File: config.mk
export PLATFORM = sky130hd
export DESIGN_NAME = line_mark_sweep_engine_flat
export DESIGN_NICKNAME = d
export VERILOG_FILES = /design/src/design/lmse_pkg.sv /design/src/design/lmse_if.sv /design/src/design/lmse_ctrl.sv /design/src/design/lmse_datapath.sv /design/src/design/line_mark_sweep_engine.sv /design/src/flat_wrapper.sv
export SDC_FILE = /design/constraint.sdc
export NUM_CORES = 1
export LEC_CHECK = 0
export BUFFER_PORTS_ARGS = -buffer_cell sky130_fd_sc_hd__buf_2
export CAP_MARGIN = 20
export CELL_PAD_IN_SITES_DETAIL_PLACEMENT = 1
export CELL_PAD_IN_SITES_GLOBAL_PLACEMENT = 1
export CORE_MARGIN = 5
export CORE_UTILIZATION = 50
export CTS_BUF_LIST = sky130_fd_sc_hd__clkbuf_4
export DETAILED_ROUTE_END_ITERATION = 10
export MAX_ROUTING_LAYER = met4
export PLACE_DENSITY_LB_ADDON = 0.12
export SYNTH_ARGS = -nofsm -noshare
export SYNTH_HDL_FRONTEND = slang
export SYNTH_SLANG_ARGS = --single-unit
File: constraint.sdc
create_clock -name clk -period 12.5 [get_ports clk]
set_clock_uncertainty 0.15 [all_clocks]
set_input_delay 2.5 -clock clk [delete_from_list [all_inputs] [get_ports clk]]
set_output_delay 2.5 -clock clk [all_outputs]
set_load 0.01 [all_outputs]
File: src/design/lmse_pkg.sv
`default_nettype none
// ----------------------------------------------------------------------------
// lmse_pkg
// Shared types and constants of the line mark-sweep engine.
// ----------------------------------------------------------------------------
package lmse_pkg;

    localparam int LINE_BYTES  = 128;
    localparam int BLOCK_BYTES = 32768;
    localparam int LINES       = 256;

    localparam int SIZE_W      = 16;
    localparam int OFF_W       = 15;
    localparam int NEXT_W      = SIZE_W + 1;
    localparam int LINE_SHIFT  = $clog2(LINE_BYTES);
    localparam int LINE_IDX_W  = $clog2(LINES);
    localparam int LAST_LINE_W = NEXT_W - LINE_SHIFT;
    localparam int WORD_BITS   = 64;
    localparam int MAP_WORDS   = LINES / WORD_BITS;
    localparam int WIDX_W      = 2;
    localparam int CFG_IDX_W   = 2;
    localparam int CFG_DATA_W  = 32;

    localparam logic [1:0] MODE_FULL  = 2'd0;
    localparam logic [1:0] MODE_MINOR = 2'd1;
    localparam logic [1:0] MODE_CONC  = 2'd2;

    localparam logic [CFG_IDX_W-1:0] REG_SWEEP_MODE      = 2'd0;
    localparam logic [CFG_IDX_W-1:0] REG_LIVE_MARK       = 2'd1;
    localparam logic [CFG_IDX_W-1:0] REG_EPOCH_WATERMARK = 2'd2;

    localparam logic [1:0] KIND_VERDICT = 2'd0;
    localparam logic [1:0] KIND_LINE    = 2'd1;
    localparam logic [1:0] KIND_SUMMARY = 2'd2;

    localparam logic [1:0] ACT_SKIP = 2'd0;
    localparam logic [1:0] ACT_KEEP = 2'd1;
    localparam logic [1:0] ACT_DEAD = 2'd2;

    typedef struct packed {
        logic [SIZE_W-1:0] obj_size;
        logic              obj_mark;
        logic              obj_gen;
        logic [7:0]        obj_survive;
        logic [31:0]       obj_epoch;
    } in_item_t;

    typedef struct packed {
        logic [1:0]           kind;
        logic [OFF_W-1:0]     obj_offset;
        logic [1:0]           action;
        logic                 new_gen;
        logic [7:0]           new_survive;
        logic [OFF_W-1:0]     next_offset;
        logic [WIDX_W-1:0]    line_index;
        logic [WORD_BITS-1:0] line_word;
        logic                 no_lines;
        logic [15:0]          kept_total;
        logic                 last;
    } out_item_t;

    typedef struct packed {
        logic              capture;
        logic              emit_verdict;
        logic              emit_word;
        logic              emit_sum;
        logic [WIDX_W-1:0] word_idx;
    } cmd_t;

    typedef struct packed {
        logic slot_free;
        logic ended;
        logic blk_clear;
    } status_t;

endpackage
`default_nettype wire

File: src/design/lmse_if.sv
`default_nettype none
// ----------------------------------------------------------------------------
// lmse_if
// Handshake channels of the line mark-sweep engine: header input, result
// output and configuration write.
// ----------------------------------------------------------------------------
interface lmse_in_if;
    logic                valid;
    logic                ready;
    lmse_pkg::in_item_t  data;
    modport source (output valid, output data, input ready);
    modport sink   (input valid, input data, output ready);
endinterface

interface lmse_out_if;
    logic                valid;
    logic                ready;
    lmse_pkg::out_item_t data;
    modport source (output valid, output data, input ready);
    modport sink   (input valid, input data, output ready);
endinterface

interface lmse_cfg_if;
    logic                              valid;
    logic                              ready;
    logic [lmse_pkg::CFG_IDX_W-1:0]    index;
    logic [lmse_pkg::CFG_DATA_W-1:0]   data;
    modport source (output valid, output index, output data, input ready);
    modport sink   (input valid, input index, input data, output ready);
endinterface
`default_nettype wire

File: src/design/lmse_ctrl.sv
`default_nettype none
// ----------------------------------------------------------------------------
// lmse_ctrl
// Sequencer: takes a header, issues its verdict, then at block end walks
// the line map words and the summary out through the result register.
// ----------------------------------------------------------------------------
module lmse_ctrl (
    input  wire logic              clk,
    input  wire logic              rst_n,
    input  wire logic              in_valid,
    output logic                   in_ready,
    input  wire lmse_pkg::status_t sts,
    output lmse_pkg::cmd_t         cmd
);

    localparam logic [1:0] ST_IDLE = 2'd0;
    localparam logic [1:0] ST_EVAL = 2'd1;
    localparam logic [1:0] ST_MAP  = 2'd2;
    localparam logic [1:0] ST_SUM  = 2'd3;

    logic [1:0]                  state_reg, state_next;
    logic [lmse_pkg::WIDX_W-1:0] widx_reg, widx_next;

    always_comb
    begin
        state_next = state_reg;
        widx_next  = widx_reg;
        cmd        = '0;
        in_ready   = 1'b0;
        cmd.word_idx = widx_reg;
        case (state_reg)
            ST_IDLE:
            begin
                in_ready = 1'b1;
                if (in_valid)
                begin
                    cmd.capture = 1'b1;
                    state_next  = ST_EVAL;
                end
            end
            ST_EVAL:
            begin
                if (sts.slot_free)
                begin
                    cmd.emit_verdict = 1'b1;
                    widx_next        = '0;
                    state_next       = sts.ended ? ST_MAP : ST_IDLE;
                end
            end
            ST_MAP:
            begin
                if (sts.slot_free)
                begin
                    cmd.emit_word = 1'b1;
                    widx_next     = widx_reg + 1'b1;
                    if (widx_reg == lmse_pkg::WIDX_W'(lmse_pkg::MAP_WORDS - 1))
                        state_next = ST_SUM;
                end
            end
            ST_SUM:
            begin
                if (sts.slot_free)
                begin
                    cmd.emit_sum = 1'b1;
                    state_next   = ST_IDLE;
                end
            end
            default:
            begin
                state_next = ST_IDLE;
            end
        endcase
    end

    always_ff @(posedge clk or negedge rst_n)
    begin
        if (!rst_n)
        begin
            state_reg <= ST_IDLE;
            widx_reg  <= '0;
        end
        else
        begin
            state_reg <= state_next;
            widx_reg  <= widx_next;
        end
    end

endmodule
`default_nettype wire

File: src/design/lmse_datapath.sv
`default_nettype none
// ----------------------------------------------------------------------------
// lmse_datapath
// Header register, walk cursor, line occupancy map, survivor count,
// configuration registers and the result register.
// ----------------------------------------------------------------------------
module lmse_datapath (
    input  wire logic                             clk,
    input  wire logic                             rst_n,
    input  wire lmse_pkg::cmd_t                   cmd,
    output lmse_pkg::status_t                     sts,
    input  wire lmse_pkg::in_item_t               in_data,
    input  wire logic                             cfg_we,
    input  wire logic [lmse_pkg::CFG_IDX_W-1:0]   cfg_index,
    input  wire logic [lmse_pkg::CFG_DATA_W-1:0]  cfg_data,
    output logic                                  out_valid,
    input  wire logic                             out_ready,
    output lmse_pkg::out_item_t                   out_data
);

    localparam int NEXT_W = lmse_pkg::NEXT_W;
    localparam int LINES  = lmse_pkg::LINES;
    localparam logic [LINES-1:0] ALL_ONES = '1;

    lmse_pkg::in_item_t             hdr_reg;
    logic [lmse_pkg::OFF_W-1:0]     cursor_reg, cursor_next;
    logic [LINES-1:0]               map_reg, map_next;
    logic [15:0]                    surv_reg, surv_next;
    logic [1:0]                     mode_reg;
    logic                           live_reg;
    logic [31:0]                    wm_reg;
    lmse_pkg::out_item_t            out_reg, out_next;
    logic                           out_valid_reg, out_valid_next;

    logic                               empty;
    logic                               old_kept;
    logic                               keep;
    logic [lmse_pkg::LINE_IDX_W:0]      line_up;
    logic [NEXT_W-1:0]                  next_off;
    logic                               ended;
    logic [NEXT_W-1:0]                  last_byte;
    logic [lmse_pkg::LAST_LINE_W-1:0]   hi_line;
    logic [lmse_pkg::LINE_IDX_W-1:0]    last_clip;
    logic [lmse_pkg::LINE_IDX_W-1:0]    lo_line;
    logic [LINES-1:0]                   line_mask;
    logic [16:0]                        surv_sum;
    logic [15:0]                        surv_sat;
    logic                               ngen;
    logic [7:0]                         nsurv;

    // Verdict of the held header
    always_comb
    begin
        empty    = (hdr_reg.obj_size == '0);
        old_kept = (mode_reg == lmse_pkg::MODE_MINOR) && hdr_reg.obj_gen;
        keep     = !empty && (old_kept || (hdr_reg.obj_mark == live_reg) ||
                   ((mode_reg == lmse_pkg::MODE_CONC) && (hdr_reg.obj_epoch >= wm_reg)));

        line_up = {1'b0, cursor_reg[lmse_pkg::OFF_W-1:lmse_pkg::LINE_SHIFT]} + 1'b1;
        if (empty)
            next_off = NEXT_W'(line_up) << lmse_pkg::LINE_SHIFT;
        else
            next_off = NEXT_W'(cursor_reg) + NEXT_W'(hdr_reg.obj_size);
        ended = (next_off >= NEXT_W'(lmse_pkg::BLOCK_BYTES));

        // Lines touched, clipped to the end of the map
        lo_line   = cursor_reg[lmse_pkg::OFF_W-1:lmse_pkg::LINE_SHIFT];
        last_byte = NEXT_W'(cursor_reg) + NEXT_W'(hdr_reg.obj_size) - 1'b1;
        hi_line   = last_byte[NEXT_W-1:lmse_pkg::LINE_SHIFT];
        if (hi_line >= lmse_pkg::LAST_LINE_W'(LINES))
            last_clip = lmse_pkg::LINE_IDX_W'(LINES - 1);
        else
            last_clip = hi_line[lmse_pkg::LINE_IDX_W-1:0];
        line_mask = (ALL_ONES << lo_line) &
                    (ALL_ONES >> (lmse_pkg::LINE_IDX_W'(LINES - 1) - last_clip));

        surv_sum = {1'b0, surv_reg} + {1'b0, hdr_reg.obj_size};
        surv_sat = surv_sum[16] ? 16'hFFFF : surv_sum[15:0];

        // Promotion
        ngen  = 1'b0;
        nsurv = '0;
        if (keep)
        begin
            if (hdr_reg.obj_gen || (hdr_reg.obj_survive != '0))
            begin
                ngen  = 1'b1;
                nsurv = hdr_reg.obj_survive;
            end
            else
            begin
                nsurv = 8'd1;
            end
        end
    end

    always_comb
    begin
        cursor_next    = cursor_reg;
        map_next       = map_reg;
        surv_next      = surv_reg;
        out_next       = out_reg;
        out_valid_next = out_valid_reg && !out_ready;

        if (cmd.emit_verdict)
        begin
            out_next            = '0;
            out_next.kind       = lmse_pkg::KIND_VERDICT;
            out_next.obj_offset = cursor_reg;
            out_next.action     = empty ? lmse_pkg::ACT_SKIP :
                                  (keep ? lmse_pkg::ACT_KEEP : lmse_pkg::ACT_DEAD);
            out_next.new_gen     = ngen;
            out_next.new_survive = nsurv;
            out_next.next_offset = ended ? '0 : next_off[lmse_pkg::OFF_W-1:0];
            out_next.last        = !ended;
            out_valid_next       = 1'b1;
            cursor_next          = ended ? '0 : next_off[lmse_pkg::OFF_W-1:0];
            if (keep)
            begin
                map_next  = map_reg | line_mask;
                surv_next = surv_sat;
            end
        end
        else if (cmd.emit_word)
        begin
            out_next            = '0;
            out_next.kind       = lmse_pkg::KIND_LINE;
            out_next.line_index = cmd.word_idx;
            out_next.line_word  = map_reg[cmd.word_idx * lmse_pkg::WORD_BITS +:
                                          lmse_pkg::WORD_BITS];
            out_valid_next      = 1'b1;
        end
        else if (cmd.emit_sum)
        begin
            out_next            = '0;
            out_next.kind       = lmse_pkg::KIND_SUMMARY;
            out_next.no_lines   = (map_reg == '0);
            out_next.kept_total = surv_reg;
            out_next.last       = 1'b1;
            out_valid_next      = 1'b1;
            // Clear for the next block
            cursor_next = '0;
            map_next    = '0;
            surv_next   = '0;
        end
    end

    always_ff @(posedge clk)
    begin
        if (cmd.capture)
            hdr_reg <= in_data;
        out_reg <= out_next;
    end

    always_ff @(posedge clk or negedge rst_n)
    begin
        if (!rst_n)
        begin
            cursor_reg    <= '0;
            map_reg       <= '0;
            surv_reg      <= '0;
            out_valid_reg <= 1'b0;
            mode_reg      <= lmse_pkg::MODE_FULL;
            live_reg      <= 1'b0;
            wm_reg        <= '0;
        end
        else
        begin
            cursor_reg    <= cursor_next;
            map_reg       <= map_next;
            surv_reg      <= surv_next;
            out_valid_reg <= out_valid_next;
            if (cfg_we)
            begin
                case (cfg_index)
                    lmse_pkg::REG_SWEEP_MODE:      mode_reg <= cfg_data[1:0];
                    lmse_pkg::REG_LIVE_MARK:       live_reg <= cfg_data[0];
                    lmse_pkg::REG_EPOCH_WATERMARK: wm_reg   <= cfg_data;
                    default:
                    begin
                        mode_reg <= mode_reg;
                    end
                endcase
            end
        end
    end

    assign sts.slot_free = !out_valid_reg || out_ready;
    assign sts.ended     = ended;
    assign sts.blk_clear = (map_reg == '0) && (surv_reg == '0) && (cursor_reg == '0);
    assign out_valid     = out_valid_reg;
    assign out_data      = out_reg;

endmodule
`default_nettype wire

File: src/design/line_mark_sweep_engine.sv
`default_nettype none
// ----------------------------------------------------------------------------
// line_mark_sweep_engine
// Line-granular mark-sweep of one heap block, one object header per beat.
// ----------------------------------------------------------------------------
// Usage:
//   in_ch  : one object header per beat, read at the current cursor.
//   out_ch : results. Each header gives one verdict beat; the header that
//            ends the block gives the verdict, four line map words and a
//            summary beat, with last set on the final beat of the header.
//   cfg_ch : register writes (sweep mode, live mark, epoch watermark),
//            always ready; write them only while the engine is idle.
// Timing:
//   A header is captured in ST_IDLE and judged in ST_EVAL, and the next
//   header is not taken until this one is judged; the verdict appears on
//   out_ch the cycle after evaluation. A block end adds 5 more result beats,
//   one per cycle while the receiver keeps up. The single result register
//   sets the pace: while the receiver stalls, the engine holds the result
//   and still takes one more header, which waits until the register frees.
// Reset:
//   Cursor at 0, every line free, survivor count 0, registers at 0, no
//   result pending.
// ----------------------------------------------------------------------------
module line_mark_sweep_engine (
    input  wire logic   clk,
    input  wire logic   rst_n,
    lmse_in_if.sink     in_ch,
    lmse_out_if.source  out_ch,
    lmse_cfg_if.sink    cfg_ch
);

    lmse_pkg::cmd_t    cmd;
    lmse_pkg::status_t sts;

    assign cfg_ch.ready = 1'b1;

    lmse_ctrl u_ctrl (
        .clk      (clk),
        .rst_n    (rst_n),
        .in_valid (in_ch.valid),
        .in_ready (in_ch.ready),
        .sts      (sts),
        .cmd      (cmd)
    );

    lmse_datapath u_datapath (
        .clk       (clk),
        .rst_n     (rst_n),
        .cmd       (cmd),
        .sts       (sts),
        .in_data   (in_ch.data),
        .cfg_we    (cfg_ch.valid && cfg_ch.ready),
        .cfg_index (cfg_ch.index),
        .cfg_data  (cfg_ch.data),
        .out_valid (out_ch.valid),
        .out_ready (out_ch.ready),
        .out_data  (out_ch.data)
    );

    a_one_emit: assert property (@(posedge clk) disable iff (!rst_n)
        $onehot0({cmd.emit_verdict, cmd.emit_word, cmd.emit_sum}))
        else $error("more than one result loaded in a cycle");

    a_emit_free: assert property (@(posedge clk) disable iff (!rst_n)
        (cmd.emit_verdict || cmd.emit_word || cmd.emit_sum) |-> sts.slot_free)
        else $error("result loaded over a pending beat");

    a_take_quiet: assert property (@(posedge clk) disable iff (!rst_n)
        (in_ch.valid && in_ch.ready) |-> !(cmd.emit_verdict || cmd.emit_word || cmd.emit_sum))
        else $error("header taken while a result is being loaded");

    a_sum_clears: assert property (@(posedge clk) disable iff (!rst_n)
        cmd.emit_sum |=> sts.blk_clear)
        else $error("block state not cleared after summary");

endmodule
`default_nettype wire
File: src/flat_wrapper.sv
// flat-port wrapper written by rule: the top's interface ports become plain ports
module line_mark_sweep_engine_flat 
  (clk, rst_n, in_ch_valid, in_ch_data, in_ch_ready, out_ch_valid, out_ch_data, out_ch_ready, cfg_ch_valid, cfg_ch_index, cfg_ch_data, cfg_ch_ready);
  lmse_in_if in_ch_i ();
  lmse_out_if out_ch_i ();
  lmse_cfg_if cfg_ch_i ();
  input  wire logic clk;
  input  wire logic rst_n;
  input wire logic [$bits(in_ch_i.valid)-1:0] in_ch_valid;
  input wire logic [$bits(in_ch_i.data)-1:0] in_ch_data;
  output wire logic [$bits(in_ch_i.ready)-1:0] in_ch_ready;
  output wire logic [$bits(out_ch_i.valid)-1:0] out_ch_valid;
  output wire logic [$bits(out_ch_i.data)-1:0] out_ch_data;
  input wire logic [$bits(out_ch_i.ready)-1:0] out_ch_ready;
  input wire logic [$bits(cfg_ch_i.valid)-1:0] cfg_ch_valid;
  input wire logic [$bits(cfg_ch_i.index)-1:0] cfg_ch_index;
  input wire logic [$bits(cfg_ch_i.data)-1:0] cfg_ch_data;
  output wire logic [$bits(cfg_ch_i.ready)-1:0] cfg_ch_ready;
  assign in_ch_i.valid = in_ch_valid;
  assign in_ch_i.data = in_ch_data;
  assign in_ch_ready = in_ch_i.ready;
  assign out_ch_valid = out_ch_i.valid;
  assign out_ch_data = out_ch_i.data;
  assign out_ch_i.ready = out_ch_ready;
  assign cfg_ch_i.valid = cfg_ch_valid;
  assign cfg_ch_i.index = cfg_ch_index;
  assign cfg_ch_i.data = cfg_ch_data;
  assign cfg_ch_ready = cfg_ch_i.ready;
  line_mark_sweep_engine u_core (.clk(clk), .rst_n(rst_n), .in_ch(in_ch_i), .out_ch(out_ch_i), .cfg_ch(cfg_ch_i));
endmodule
### After elaboration in Yosys (flattened, before gate mapping)

Cells that the tools add are included.

| storage, ports and cells | value |
|---|---|
| input bits | 97 |
| output and inout port bits | 130 |
| flip-flop bits (word level) | 512 |
| word-level logic and storage cells | 128 |

| operators by class | value |
|---|---|
| eq/ne operators | 16 |
| bitwise logic cells | 2 |
| $lt $le $gt $ge | 3 |
| $add $sub $neg | 6 |
| shift operators | 3 |
| mux-type cells | 43 |
| reduce and logical (&&, ||, !) cells | 29 |

Operators by type and width:

| cell | number |
|---|---|
| 256-bit two-way mux | 4 |
| 256-bit AND | 1 |
| 256-bit logical NOT | 1 |
| 256-bit OR | 1 |
| 256-bit by 9-bit variable part select with 64-bit output | 1 |
| 256-bit by 8-bit << shifter with 256-bit output, first input constant | 1 |
| 256-bit by 8-bit right shift with 256-bit output, first input constant | 1 |
| 126-bit two-way mux | 2 |
| 125-bit two-way mux | 1 |
| 16-bit two-way mux | 5 |
| 15-bit two-way mux | 4 |
| 32-bit >= comparator | 1 |
| 8-bit two-way mux | 3 |
| 2-bit two-way mux | 9 |
| 15-bit by 16-bit adder with 17-bit output | 1 |
| 16-bit by 16-bit adder with 17-bit output | 1 |
| 17-bit by 16-bit >= comparator with 1-bit output, second input constant | 1 |
| 17-bit two-way mux | 1 |
| 17-bit by 1-bit subtractor with 17-bit output, second input constant | 1 |
| 16-bit logical NOT | 1 |
| 1-bit two-way mux | 12 |
| 2-bit == test, second input constant | 5 |
| 10-bit by 9-bit >= comparator with 1-bit output, second input constant | 1 |
| 8-bit by 1-bit adder with 9-bit output, second input constant | 1 |
| 19 further kinds | 42 |

### Logic depth before layout (Yosys ltp)

Gate-level depths: netlist (run 1).

| logic depth | value |
|---|---|
| depth in word-level cells | 10 |
| mapped depth | 16 |
| mapped depth without buffers | 13 |

### Hierarchy

Synthesis (run 1) repeated with hierarchy kept, for this count alone.

| unflattened totals | value |
|---|---|
| cell total of the unflattened synthesis | 2595 |
| area, all modules | 26666.8 um^2 |

Modules (own cells, without submodules):

| module | cells an instance | area each (um^2) | seq. area each (um^2) | instances |
|---|---|---|---|---|
| lmse_datapath | 2565 | 26377.8 | 12787.3 | 1 |
| lmse_ctrl | 28 | 277.8 | 100.1 | 1 |
| line_mark_sweep_engine | 2 | 11.3 | 0.0 | 1 |

### Worst setup path before layout (run 1)

OpenSTA, ideal clock, no wires.

| timing path | value |
|---|---|
| path type | input -> register |
| from | input out_ch_ready |
| to | register u_core.u_datapath.out_reg, in the netlist u_core.u_datapath.out_data[0], enable pin |
| setup time | 396 ps |
| slack | 7892 ps |
| required time | 11954 ps |
| cell stages on the path | 5 |
| data arrival time | 4062 ps |
| path buffers | 2 |
| path through | nand2b_1 > o21ai_1 > clkbuf_1 > clkbuf_1 > inv_1 |

| between the ends | value |
|---|---|
| word-level cells in the longest chain between the ends | 4 |
| elaborated cells on any way between the ends | 6 |
| classes of those cells | 4 x mux; 2 x reduce/logical |

Ends and longest elaborated chain:

| element | line | RTL |
|---|---|---|
| from (decl) | flat_wrapper.sv:14 | `input wire logic [$bits(out_ch_i.ready)-1:0] out_ch_ready;` |
| 1-bit logical OR * | lmse_datapath.sv:188 | `assign sts.slot_free = !out_valid_reg \|\| out_ready;` |
| 1-bit two-way mux * | lmse_ctrl.sv:43, lmse_ctrl.sv:52, lmse_ctrl.sv:62 |  |
| 1-bit two-way mux | lmse_ctrl.sv:31 | `case (state_reg)` |
| 3-bit nonzero test (no source line) * | -- |  |
| to (signal assigned) | lmse_datapath.sv:152 | `out_reg <= out_next;` |
| to (decl) | lmse_datapath.sv:32 | `lmse_pkg::out_item_t out_reg, out_next;` |

Mark *: on every way between the ends. The rest lies on a longest branch, timed or not.
A chain may end at the register's enable or synchronous reset.

### Worst setup path in the final report (run 1)

| timing path | value |
|---|---|
| from | register u_core.u_datapath.cursor_reg[8] (netlist name) |
| to | register u_core.u_datapath.map_reg[248] |

| between the ends | value |
|---|---|
| word-level cells in the longest chain between the ends | 10 |
| elaborated cells on any way between the ends | 11 |
| classes of those cells | 3 x add/sub; 1 x order compare; 2 x shift; 3 x mux; 2 x bitwise |

Ends and longest elaborated chain:

| element | line | RTL |
|---|---|---|
| from (decl) | lmse_datapath.sv:26 | `logic [lmse_pkg::OFF_W-1:0] cursor_reg, cursor_next;` |
| from (signal assigned) | lmse_datapath.sv:169 | `cursor_reg <= cursor_next;` |
| 15-bit by 16-bit adder with 17-bit output | lmse_datapath.sv:68 | `last_byte = NEXT_W'(cursor_reg) + NEXT_W'(hdr_reg.obj_size) - 1'b1;` |
| 17-bit by 1-bit subtractor with 17-bit output | lmse_datapath.sv:68 |  |
| 10-bit by 9-bit >= comparator with 1-bit output | lmse_datapath.sv:70 | `if (hi_line >= lmse_pkg::LAST_LINE_W'(LINES))` |
| 8-bit two-way mux | lmse_datapath.sv:70 |  |
| 8-bit subtractor | lmse_datapath.sv:75 | `(ALL_ONES >> (lmse_pkg::LINE_IDX_W'(LINES - 1) - last_clip));` |
| 256-bit by 8-bit right shift with 256-bit output | lmse_datapath.sv:75 |  |
| 256-bit AND * | lmse_datapath.sv:74 | `line_mask = (ALL_ONES << lo_line) &` |
| 256-bit OR * | lmse_datapath.sv:120 | `map_next = map_reg \| line_mask;` |
| 256-bit two-way mux * | lmse_datapath.sv:118 | `if (keep)` |
| 256-bit two-way mux * | lmse_datapath.sv:105 | `if (cmd.emit_verdict)` |
| to (signal assigned) | lmse_datapath.sv:170 | `map_reg <= map_next;` |
| to (decl) | lmse_datapath.sv:27 | `logic [LINES-1:0] map_reg, map_next;` |

Mark *: on every way between the ends. The rest lies on a longest branch, timed or not. The select of a mux whose other input is x is not followed.

==> results of run 1 <==
stage by stage:
step / std cells / setup slack, ns / hold slack, ns
final: 3701 / 6.38 / 0.307
after global routing: 3699 / 6.45 / 0.334
after CTS: 3682 / 6.06 / 0.310
after detailed placement: 3429 / 5.02 / 0.302
after global placement: 3428 / 5.42 / 0.291
after floorplan: 2655 / 7.89 / 0.307
cell type report:
| cell class | count | area (µm²) |
|---|---|---|
| Clock inverter | 41 | 294 |
| Timing Repair Buffer | 277 | 1550 |
| Tap cell | 696 | 871 |
| Fill cell | 6045 | 23000 |
| Sequential cell | 512 | 12900 |
| Multi-Input combinational cell | 1862 | 13100 |
| Clock buffer | 212 | 1590 |
| Inverter | 84 | 315 |
| Antenna cell | 17 | 42.5 |
synthesized netlist by cell type (12+ instances only):
| library cell | number |
|---|---|
| or2_2 | 14 |
| nand3_1 | 44 |
| inv_1 | 83 |
| buf_1 | 12 |
| o21a_1 | 60 |
| o211ai_1 | 23 |
| mux4_2 | 64 |
| a21o_1 | 41 |
| a211oi_1 | 67 |
| clkbuf_1 | 151 |
| nor2_1 | 208 |
| a32o_1 | 46 |
| a21oi_1 | 192 |
| o21ai_0 | 149 |
| o31ai_1 | 12 |
| dfxtp_1 | 85 |
| nor3_1 | 63 |
| buf_2 | 24 |
| a31oi_1 | 40 |
| nand2b_1 | 18 |
| and2_1 | 35 |
| a22o_1 | 101 |
| nand2_1 | 218 |
| ha_1 | 68 |
| xnor2_1 | 20 |
| dfrtp_1 | 327 |
| edfxtp_1 | 100 |
| nand4_1 | 27 |
| nor4_1 | 79 |
| mux2_2 | 36 |
| a221oi_1 | 14 |
cells by family (layout without fill, tap and decap cells):
logic type,after synthesis,count (layout)
mux,104,104
fa+ha+maj,70,70
other cells,1,18
buf+inv,281,614
compound gates,880,880
flops,512,512
simple gates,776,776
xor+xnor,31,31
critical path: cells and delay by family, from the launching register on:
kind                     cells  cell delay [ns]
AO/OA/AOI/OAI                7             1.53
XOR/XNOR                     1             0.76
adder cells (fa/ha/maj)      1             0.47
buffers and inverters        1             0.77
flip-flops                   1             0.78
AND/OR/NAND/NOR              2             1.51
metal layers:
metal | up-vias | wire (µm) | part of all wire [%] | GRT usage, %
li1 | 10578 | - | - | -
met1 | 13092 | 42500 | 36 | 46.8
met2 | 1807 | 53200 | 44 | 59.6
met3 | 626 | 14200 | 12 | 14.1
met4 | 0 | 9770 | 8.2 | 28.0
met5 | - | 0 | 0 | -
report_power, final:
part           switching [W]  internal (W)
Sequential          0.000767       0.00242
Clock               0.000787      0.000861
Combinational        0.00330       0.00162
final timing paths:
| check | start | end | cells after the start |
|---|---|---|---|
| max in group asynchronous | rst_n | u_core.u_datapath.map_reg[169]$_DFFE_PN0P_ | 3 |
| setup reg to reg | u_core.u_datapath.cursor_reg[8]$_DFFE_PN0P_ | u_core.u_datapath.map_reg[248]$_DFFE_PN0P_ | 12 |
| hold reg to reg | u_core.u_datapath.out_data[4]$_SDFFE_PP0P_ | u_core.u_datapath.out_data[4]$_SDFFE_PP0P_ | 2 |
| min in group asynchronous | rst_n | u_core.u_datapath.map_reg[128]$_DFFE_PN0P_ | 1 |
| hold / removal | u_core.u_datapath.out_data[4]$_SDFFE_PP0P_ | u_core.u_datapath.out_data[4]$_SDFFE_PP0P_ | 2 |
| setup / recovery | u_core.u_datapath.cursor_reg[8]$_DFFE_PN0P_ | u_core.u_datapath.map_reg[248]$_DFFE_PN0P_ | 12 |
==> metrics.cfg, run 1 <==
[detailed_routing]
drt_pass1_iterations=7
drtIter0Drc=3604
vias=26103
drc_errors=0
wirelength_um=120000
ant_nets=0
wl_per_cell_um=32.3
avgViaCountPerCell=7.05

[clock_tree]
cts_setup_buffers=0
cts-root-buf=clkbuf_4
cts.path.max_buffers=3
cts.sinks=512
clk_latency_ns=1.05
cts_hold_buf=0
cts_resized=0
cts_tree=yes
cts_buffers=143
clkTransAtPathRegs_ns=0.07
htree_levels=4

[layout]
largest_reg_flops=256
fin_nets=3047
final_area_mm2=0.0307
fin_util_pct=57.2
drive_above_1_share_pct=23.2
areaGrowthSynthToFinish_pct=13.4
final_common_cell=dfrtp_1
mostFrequentLayoutCells=dfrtp_1 (323), buf_2 (225), nand2_1 (217)

[placement]
placed_area_mm2=0.0288
place_congestion=1.04
portBuffers=225
dp_hpwl_um=79800

[floorplanning]
rows=85
start_util_pct=50.4
fp.dieH_um=243
core_area_mm2=0.0537
die_x_um=243
die-area_mm2=0.0589
io_pins=227

[yosys]
synth_cell_types=100
netlist_instances=2655
synth-edff-count=100
synth_top_area_share_pct=30.2
synth_ff_type=dfrtp_1
synth_mux_area_share_pct=6.97
synth_top_area_cell=dfrtp_1
yosysWarnings=0
yosys.area_share.simple_pct=13.9
synth_compound_area_share_pct=23.0
synth_xor_area_share_pct=1.03
synthTopCellsByArea=dfrtp_1 (30%), edfxtp_1 (11%), dfxtp_1 (6.3%), mux4_2 (5.3%), a21oi_1 (3.5%)
async_flop_share_pct=63.9
ys_seq_area_share_pct=47.6
syn_area_mm2=0.0271
synthAdderAreaFrac_pct=3.29
avgSynthCellArea_um2=10.2
syn-num-nets=2822
synth_seq_cells=512
synth_top_family_by_area=compound AO/OA/AOI/OAI gates

[global_route]
grtUsageTotal_pct=40.6
antenna_found_initial=14
grt_pass1_wl_um=176000
grt_pass1_vias=27155
grt_max_degree=167
grt_overflow_total=0

[critical_path]
cp.arrival_ns=6.92
critPathSlowestCell=dfrtp_1
crit_path_end_kind=register
cp.required_ns=13.30
cp_max_fo=53
reg2reg_slack_ns=6.38
worstSetupPathType=register to register
critPathMaxStageDelay_ns=0.78
path_common_cell=a21oi_1
startpoint_type=register
crit_chain=ha_1 > a21oi_1 > o21ai_0 > a21oi_1 > xor2_1 > o211a_1 > a31oi_1 > o21ai_4 > buf_4 > nand3_2 > nor2_1 > a32o_1

[sta]
slew_headroom_pct=16.2
finalSetupTns_ns=0
final-setup-viol-count=0
rsz0062_at_grt=no
min_period_ns=6.12
max_freq_mhz=163
drv_slew=0
min_period_over_period_pct=48.9
finalHoldViolCount=0
worst_slew_pin_slew_ns=1.25

[status]
status=finished clean

[pwr]
vdd.ir_drop.worst_v=0.000172
power_density_mw_per_mm2=318
power_leakage_nw=12.6
power_w=0.00976

[flow_run]
max_cap_viol_count=0

[hold_path]
hold_path_class=register to register

(Power assumes the default switching activity.)
==> run 2: changes to the inputs <==
- CORE_UTILIZATION: 50 -> 49
- clock period: 12.5 -> 5.9 ns (I/O delays scaled with it)
==> metrics.cfg, run 2 (synthesized netlist as in run 1, its figures left out) <==
[clock_tree]
clkTransAtPathRegs_ns=0.06  ; about the same
clk_latency_ns=1.05  ; about the same
cts_resized=0  ; unchanged
cts_buffers=145  ; +1.4%
cts_tree=yes
htree_levels=4  ; unchanged
cts.path.max_buffers=3  ; unchanged
cts_setup_buffers=0  ; unchanged
cts_hold_buf=0  ; unchanged
cts-root-buf=clkbuf_4
cts.sinks=512  ; unchanged

[floorplanning]
die_x_um=245  ; +0.97%
io_pins=227  ; unchanged
die-area_mm2=0.0600  ; +2.0%
fp.dieH_um=245  ; +0.97%
core_area_mm2=0.0549  ; +2.2%
rows=86  ; +1.2%
start_util_pct=49.3  ; -1.1 points

[sta]
final-setup-viol-count=0  ; unchanged
max_freq_mhz=185  ; +13%
finalHoldViolCount=0  ; unchanged
min_period_ns=5.40  ; -0.713 ns
worst_slew_pin_slew_ns=1.19  ; -0.0660 ns
min_period_over_period_pct=91.6  ; +43 points
rsz0062_at_grt=no
slew_headroom_pct=20.5  ; +4.3 points
finalSetupTns_ns=0  ; unchanged
drv_slew=0  ; unchanged
final.setup.worst_slack_ns=0.496  ; -5.89 ns

[critical_path]
reg2reg_from=u_core.u_datapath.hdr_reg[42]$_DFFE_PP_
crit_path_end_kind=register
timing.rr.end=u_core.u_datapath.map_reg[167]$_DFFE_PN0P_
reg2reg_slack_ns=0.50  ; -5.89 ns
worstSetupPathType=register to register
r2r.worst_path.cells=13  ; +1
cp-startpoint=u_core.u_datapath.hdr_reg[42]$_DFFE_PP_
cp.required_ns=6.58  ; -6.72 ns
cp.arrival_ns=6.08  ; -0.84 ns
cp-endpoint=u_core.u_datapath.map_reg[167]$_DFFE_PN0P_
startpoint_type=register
cp_max_fo=13  ; -75%

[layout]
areaGrowthSynthToFinish_pct=14.5
seq_area_mm2=0.0129  ; unchanged
final_common_cell=dfrtp_1
drive_above_1_share_pct=24.4  ; +1.2 points
final_area_mm2=0.0310  ; +1.0%
largest_reg_flops=256  ; unchanged
finalNonFillerCells=3743  ; +1.1%
mostFrequentLayoutCells=dfrtp_1 (323), buf_2 (225), clkbuf_4 (223)
n_fill_cell=6174  ; +2.1%
fin_nets=3083  ; +1.2%
multiInputGateArea_mm2=0.0132  ; about the same

[placement]
placed_cells_incl_taps=3471  ; +1.2%
dp_hpwl_um=85400  ; +7.1%
dp_slack_ns=0.624  ; -4.39 ns
place_congestion=1.04  ; +0.40%
placed_area_mm2=0.0291  ; +1.0%
portBuffers=225  ; unchanged

[global_route]
grt_overflow_total=0  ; unchanged
antenna_found_initial=9  ; -5
grt_pass1_wl_um=182000  ; +3.5%
grtUsageTotal_pct=42.0  ; +1.4 points
grt_pass1_vias=27316  ; +0.59%
grt_max_degree=95  ; -43%

[detailed_routing]
wl_per_cell_um=33.4  ; +3.2%
avgViaCountPerCell=6.98  ; -0.99%
drt_pass1_iterations=7  ; unchanged
ant_nets=0  ; unchanged
met1_length_um=44800  ; +5.4%
vias=26139  ; +0.14%
drc_errors=0  ; unchanged
wl_met2_um=55000  ; +3.4%
wl_met3_um=13800  ; -3.0%
wirelength_um=125000  ; +4.4%
drtIter0Drc=3124  ; -13%
top_layer=met4

[hold_path]
hold_path_class=input pin to async pin

[pwr]
vdd.ir_drop.worst_v=0.000315  ; +83%
power_density_mw_per_mm2=675  ; +110%
power_leakage_nw=12.8  ; +1.6%

[status]
status=finished clean

[flow_run]
max_cap_viol_count=0  ; unchanged

-- run 2: changes by cell type in the layout (fill, tap and decap cells not counted), sizes merged --
cell	before	now
buf	277	311
diode	17	10
clkbuf	212	223
clkinvlp	5	4
bufinv	4	1
-- run 2: worst min path at each step --
stage,startpoint,end,slack [ns],depth (start not counted)
floorplan,u_core.u_datapath.map_reg[2]$_DFFE_PN0P_,u_core.u_datapath.map_reg[2]$_DFFE_PN0P_,0.31,2
finish,rst_n,u_core.u_datapath.map_reg[53]$_DFFE_PN0P_,0.06,1
detailed placement,u_core.u_datapath.out_data[4]$_SDFFE_PP0P_,u_core.u_datapath.out_data[4]$_SDFFE_PP0P_,0.30,2
CTS,rst_n,u_core.u_datapath.map_reg[245]$_DFFE_PN0P_,0.03,1
global placement,u_core.u_datapath.out_data[2]$_SDFFE_PP0P_,u_core.u_datapath.out_data[2]$_SDFFE_PP0P_,0.29,2
global route,rst_n,u_core.u_datapath.map_reg[53]$_DFFE_PN0P_,0.08,1
-- run 2: power by group --
part / total (W) / internal, W / leakage (nW) / switching, W
Clock: 0.00348 / 0.00178 / 1.13 / 0.00170
Combinational: 0.0106 / 0.00358 / 6.29 / 0.00705
Sequential: 0.00681 / 0.00513 / 5.40 / 0.00167
-- run 2: layout make-up --
| class | instances | area share, % |
|---|---|---|
| clock inverter | 37 | 0.734 |
| sequential | 512 | 41.6 |
| multi-input combinational | 1862 | 42.4 |
| tap | 704 | 2.84 |
| timing repair buffer | 311 | 5.94 |
| inverter | 84 | 1.02 |
| antenna | 10 | 0.0807 |
| clock buffer | 223 | 5.40 |
-- run 2: critical path, cell delays in order (launching register included) --
cell	delay, ns
edfxtp_1	0.39
ha_1	0.24
inv_1	0.07
fa_1	0.40
nand2b_1	0.21
a21oi_1	0.42
o21ai_2	0.18
xnor2_1	0.25
or4_4	0.66
nor3_1	0.61
mux2i_4	0.51
nand2_1	0.34
o21ai_0	0.63
a211oi_1	0.17
-- run 2: through the flow --
stage,hold WS (ns),util [%],total power (W)
detailed placement,0.299,52.9,0.0169
global placement,0.292,52.9,0.0166
CTS,0.0263,56.4,0.0205
floorplan,0.307,-,0.0123
finish,0.0551,56.5,0.0209
global route,0.0835,56.5,0.0216
-- run 2: layer usage --
layer  vias to the layer above  track usage, %
li1                      10644               -
met1                     12996            48.9
met2                      1841            62.0
met3                       658            12.5
met4                         0            30.3
met5                         -               -
